**config.mk**
```make
export PLATFORM = sky130hd
export DESIGN_NAME = tcr_wmul
export DESIGN_NICKNAME = d
export VERILOG_FILES = /design/src/hdl/tcr_wmul.sv
export SDC_FILE = /design/constraint.sdc
export NUM_CORES = 2
export LEC_CHECK = 0
export ABC_AREA = 1
export ABC_CLOCK_PERIOD_IN_PS = 11800
export BUFFER_PORTS_ARGS = -buffer_cell sky130_fd_sc_hd__buf_2
export CORE_ASPECT_RATIO = 1.5
export CORE_MARGIN = 2
export CORE_UTILIZATION = 40
export CTS_BUF_LIST = sky130_fd_sc_hd__clkbuf_4
export CTS_CLUSTER_SIZE = 28
export DETAILED_ROUTE_END_ITERATION = 12
export PLACE_DENSITY_LB_ADDON = 0.3
export REMOVE_ABC_BUFFERS = 1
export SYNTH_ARGS = -nofsm -noshare
export SYNTH_HDL_FRONTEND = slang
export SYNTH_SLANG_ARGS = --single-unit
```
**constraint.sdc**
```tcl
create_clock -name i_clk -period 11.8 [get_ports i_clk]
set_input_delay 1.18 -clock i_clk [delete_from_list [all_inputs] [get_ports i_clk]]
set_output_delay 1.18 -clock i_clk [all_outputs]
set_load 0.1 [all_outputs]
```
**src/hdl/tcr_wmul.sv**
```systemverilog
// two-stage unsigned multiplier built from four registered partial products
module tcr_wmul #(
    parameter int AW = 32,
    parameter int BW = 32
) (
    input  logic             i_clk,
    input  logic             i_en_a,
    input  logic             i_en_b,
    input  logic [AW-1:0]    i_a,
    input  logic [BW-1:0]    i_b,
    output logic [AW+BW-1:0] o_p
);
    localparam int LA = AW / 2;
    localparam int HA = AW - LA;
    localparam int LB = BW / 2;
    localparam int HB = BW - LB;
    localparam int PW = AW + BW;

    logic [LA+LB-1:0] r_ll;
    logic [LA+HB-1:0] r_lh;
    logic [HA+LB-1:0] r_hl;
    logic [HA+HB-1:0] r_hh;
    logic [PW-1:0]    r_p;

    always_ff @(posedge i_clk) begin
        if (i_en_a) begin
            r_ll <= i_a[LA-1:0]  * i_b[LB-1:0];
            r_lh <= i_a[LA-1:0]  * i_b[BW-1:LB];
            r_hl <= i_a[AW-1:LA] * i_b[LB-1:0];
            r_hh <= i_a[AW-1:LA] * i_b[BW-1:LB];
        end
        if (i_en_b) begin
            r_p <= (PW'(r_hh) << (LA + LB)) + (PW'(r_hl) << LB)
                 + (PW'(r_lh) << LA) + PW'(r_ll);
        end
    end

    assign o_p = r_p;
endmodule

```
---- Word-level counts from Yosys, hierarchy flattened ----
Index checks and enable logic that the tools add are counted.
word-level totals
  register bits ........................... 192
  input bits .............................. 67
  output and inout bits ................... 64
  logic and storage cells ................. 12
cells by class
  $add $sub $neg .......................... 3
  multiply operators ...................... 4
operators with widths
  cell                          number
  adder 64 x 48 -> 64 bit       2
  multiplier 16 x 16 -> 32 bit  4
  adder 64 x 32 -> 64 bit       1

---- Logic depth before layout (Yosys ltp) ----
  depth after elaboration ................. 3
  gate-level depth with buffers ........... 26
  gate-level depth less buffers ........... 25

---- Least setup slack after synthesis ----
No wires, ideal clock.
  path type ............................... input -> register
  start point ............................. input port i_a[7]
  end point ............................... register r_lh[22] (data pin)
  setup time .............................. 0.252 ns
  data arrival time ....................... 5.764 ns
  data required time ...................... 11.548 ns
  path slack .............................. 5.783 ns
  stages .................................. 23
  buffers on the path ..................... 1
  cells stage by stage .................... clkbuf_1 > nand2_1 > fa_1 > inv_1 > fa_1 > inv_1 > fa_1 > inv_1 > fa_1 > fa_1 > inv_1 > fa_1 > inv_1 > ha_1 > nand2_1 > nor2_1 > inv_1 > nor3_2 > nand2_1 > nand2_1 > nand2_1 > nand3_1 > nand2_1
on the way
  word-level cells in the longest chain between the ends .. 1
RTL lines
  element                       line  source
  from (decl)                   9     input logic [AW-1:0] i_a,
  multiplier 16 x 16 -> 32 bit  28    r_lh <= i_a[LA-1:0] * i_b[BW-1:LB];
  to (signal assigned)          28
  to (decl)                     20    logic [LA+HB-1:0] r_lh;
Every way passes these cells.
A chain may end at the register's enable or synchronous reset.

---- Worst setup path after layout ----
  start point ............................. input port i_b[17]
  end point ............................... register r_lh[31] (data pin)
on the way
  word-level cells in the longest chain between the ends .. 1
RTL lines
  element                       line  source
  from (decl)                   10    input logic [BW-1:0] i_b,
  multiplier 16 x 16 -> 32 bit  28
Every way passes these cells.

==> results.sh <==
export IMPL_synthSimpleGateAreaFrac_pct=19.8
export IMPL_number_of_cells_on_the_critical_path=19
export IMPL_beginning_of_the_worst_register_to_register_path="r_ll[17]"
export IMPL_crit_buf_inv=4
export IMPL_max_slew_worst_pin_slew_ns=1.14
export IMPL_clock_path_buffers=2
export IMPL_grt_start_max_net_pins=65
export IMPL_drc=0
export IMPL_end_kind="flip-flop"
export IMPL_syn2layout_area_growth_pct=5.10
export IMPL_reg2reg_setup_slack_ns=8.71
export IMPL_setup_viol_count_final=0
export IMPL_cts_post_setup_buffers_inserted=0
export IMPL_timing_rr_end="o_p[45]"
export IMPL_synth_compound_area_share_pct=3.01
export IMPL_cts_root_buf="clkbuf_4"
export IMPL_critical_path_cell_list="buf_2 -> nand2_1 -> fa_1 -> fa_1 -> fa_1 -> inv_1 -> fa_1 -> fa_1 -> inv_1 -> fa_1 -> inv_1 -> ha_1 -> nand2_1 -> nor2_1 -> nand3_1 -> nand2_1 -> nand2_1 -> nand3b_1 -> nand2_1"
export IMPL_rr_worst_depth=14
export IMPL_global_route_overflow_total=0
export IMPL_post_synth_mux_area_share_pct=0
export IMPL_first_global_vias=39247
export IMPL_die_boundary_width_um=281
export IMPL_timing_hold_violations_final=0
export IMPL_port_buffers=130
export IMPL_finalInstanceArea_um2=48500
export IMPL_synth_seq_cells=192
export IMPL_tritoncts="yes"
export IMPL_min_delay_path_class="reg2reg"
export IMPL_worst_path_largest_cell_delay_ns=0.82
export IMPL_clkTransAtPathRegs_ns=0.21
export IMPL_critPathLaunch="i_b[17]"
export IMPL_vias=36969
export IMPL_drt_antenna_violating_nets=0
export IMPL_cap_violations=0
export IMPL_detailed_place_hpwl_mm=102
export IMPL_dr_first_iter_drc_count=2252
export IMPL_largest_fanout_of_any_net_on_the_critical_path=32
export IMPL_antenna_violations_before_repair=5
export IMPL_fp_dieArea_um2=118000
export IMPL_critical_path_required_ns=12.33
export IMPL_cts_num_sinks=192
export IMPL_critical_path_top_delay_family="adder cells"
export IMPL_gp_congestion=0.915
export IMPL_io_pins=131
export IMPL_detail_route_first_pass_iterations=8
export IMPL_clock_insertion_delay_worst_skew_ns=0.74
export IMPL_h_tree_depth=4
export IMPL_rows=152
export IMPL_post_route_period_util_pct=53.5
export IMPL_cts_hold_buffers_added=0
export IMPL_synth_distinct_cells=29
export IMPL_cp_data_arrival_time_ns=6.85
export IMPL_fmax_ghz=0.158
export IMPL_ctsResizeCount=0
export IMPL_num_nets_final=7304
export IMPL_largest_family_of_logic_cells_by_synthesized_area="adder cells"
export IMPL_drt_vias_per_instance=4.91
export IMPL_slew_limit_headroom_pct=24.2
export IMPL_status="complete, no violations"
export IMPL_post_drt_wl_per_cell_um=17.4
export IMPL_grt_first_pass_wirelength_mm=213
export IMPL_netlist_area_um2=46100
export IMPL_fin_worst_skew_ns=0.0363
export IMPL_slew_limit_fails=0
export IMPL_totalWireLength_mm=131
export IMPL_crit_path_end="r_lh[31]"
export IMPL_synth_cells=5999
export IMPL_seq_area_frac_synth_pct=12.5
export IMPL_post_synth_fa_ha_maj_area_fraction_pct=47.2
export IMPL_path_common_cell="fa_1"
export IMPL_grt_use_total_pct=23.3
export IMPL_grt_setup_unrepaired="false"
export IMPL_floorplan_core_area_um2=114000
export IMPL_min_period_ns=6.32
export IMPL_path_class="in2reg"
export IMPL_synth_area_per_cell_um2=7.69
export IMPL_start_kind="input pin"
export IMPL_critical_path_slowest_cell="buf_2"
export IMPL_dpl_instance_area_um2=48200
export IMPL_initial_core_util_pct=40.3
export IMPL_post_route_cells_drive_above_1_share_pct=4.42
export IMPL_yosys_warnings=0
export IMPL_cts_buffers_inserted=17
export IMPL_die_height_um=420
export IMPL_share_of_the_synthesized_netlist_area_taken_by_xor_and_xnor_gates_pct=1.78
export IMPL_setup_tns_final_ns=0
area by class of cell:
type | count | area (um2)
Antenna cell | 3 | 7.51
Clock buffer | 17 | 128
Clock inverter | 15 | 180
Fill cell | 11830 | 66000
Inverter | 1737 | 6520
Multi-Input combinational cell | 3878 | 33100
Sequential cell | 192 | 5770
Tap cell | 1540 | 1930
Timing Repair Buffer | 154 | 833
cells by family (layout without fill, tap and decap cells):
logic type               Yosys count  in the layout
AO/OA/AOI/OAI                    261            261
XOR/XNOR                          94             94
adder cells (fa/ha/maj)         1257           1257
buffers and inverters           1929           1923
flip-flops                       192            192
other                              0              3
AND/OR/NAND/NOR                 2266           2266
through the flow:
stage                     std cells  hold WS (ns)  setup WS, ns  utilization [%]
after floorplan                5807         0.400          6.10                -
after global placement         7501         0.404          4.75             42.1
after detailed placement       7501         0.405          4.72             42.1
after CTS                      7533         0.432          5.56             42.4
after global routing           7536         0.445          5.24             42.4
final                          7536         0.442          5.48             42.4
worst reg2reg max path: cells and delay by family (launching register included):
kind	cells	cell delay, ns
adder cells (fa/ha/maj)	3	1.24
buffers and inverters	2	0.21
flip-flops	1	0.54
AND/OR/NAND/NOR	9	0.87
synthesized netlist by cell type (all sizes together):
cell type	instances	area (um2)
nand3b	3	22.5
clkbuf	192	721
nand3	146	771
nand2	1824	6910
and2	3	18.8
nor3	32	180
inv	1737	6520
a31oi	2	12.5
o21ai	77	385
a21o	7	52.6
a21oi	150	751
nor2	205	887
xor2	75	657
or2	1	6.26
fa	809	16200
nand4	49	307
nor4	3	18.8
edfxtp	192	5770
o21bai	8	60.1
ha	448	5610
o21a	11	82.6
xnor2	19	166
o211ai	6	45.0
registers in the layout, summed over array words and instances, names as in the netlist:
name / flops
o_p: 64
r_hh: 32
r_hl: 32
r_lh: 32
r_ll: 32
worst min-delay path by stage:
stage                 start      to  slack (ns)  depth (start not counted)
detailed placement  r_ll[1]  o_p[1]        0.40                          0
CTS                 r_ll[1]  o_p[1]        0.43                          0
global route        r_ll[1]  o_p[1]        0.44                          0
finish              r_ll[1]  o_p[1]        0.44                          0
global placement    r_ll[1]  o_p[1]        0.40                          0
floorplan           r_ll[0]  o_p[0]        0.40                          0
cells in the final DEF, fill, tap and decap left out, types with 28 or more instances in the layout:
cell type	synthesis	final
o21ai_0	77	77
nand2_1	1797	1797
nand3_1	138	138
nand4_1	49	49
ha_1	448	448
inv_1	1726	1726
buf_2	0	129
edfxtp_1	192	192
fa_1	809	809
nor3_1	28	28
xor2_1	75	75
a21oi_1	150	150
nor2_1	176	176
metal layers:
layer	share of wire (%)	GRT usage [%]	up-vias
li1	-	-	17318
met1	40	28.4	18308
met2	49	41.0	1095
met3	5.4	2.62	242
met4	4.9	10.9	6
met5	0.029	0	-
Power is left out: the tool's default activity adds up to more than one toggle a clock period on the data nets, which glitch-free logic cannot reach.
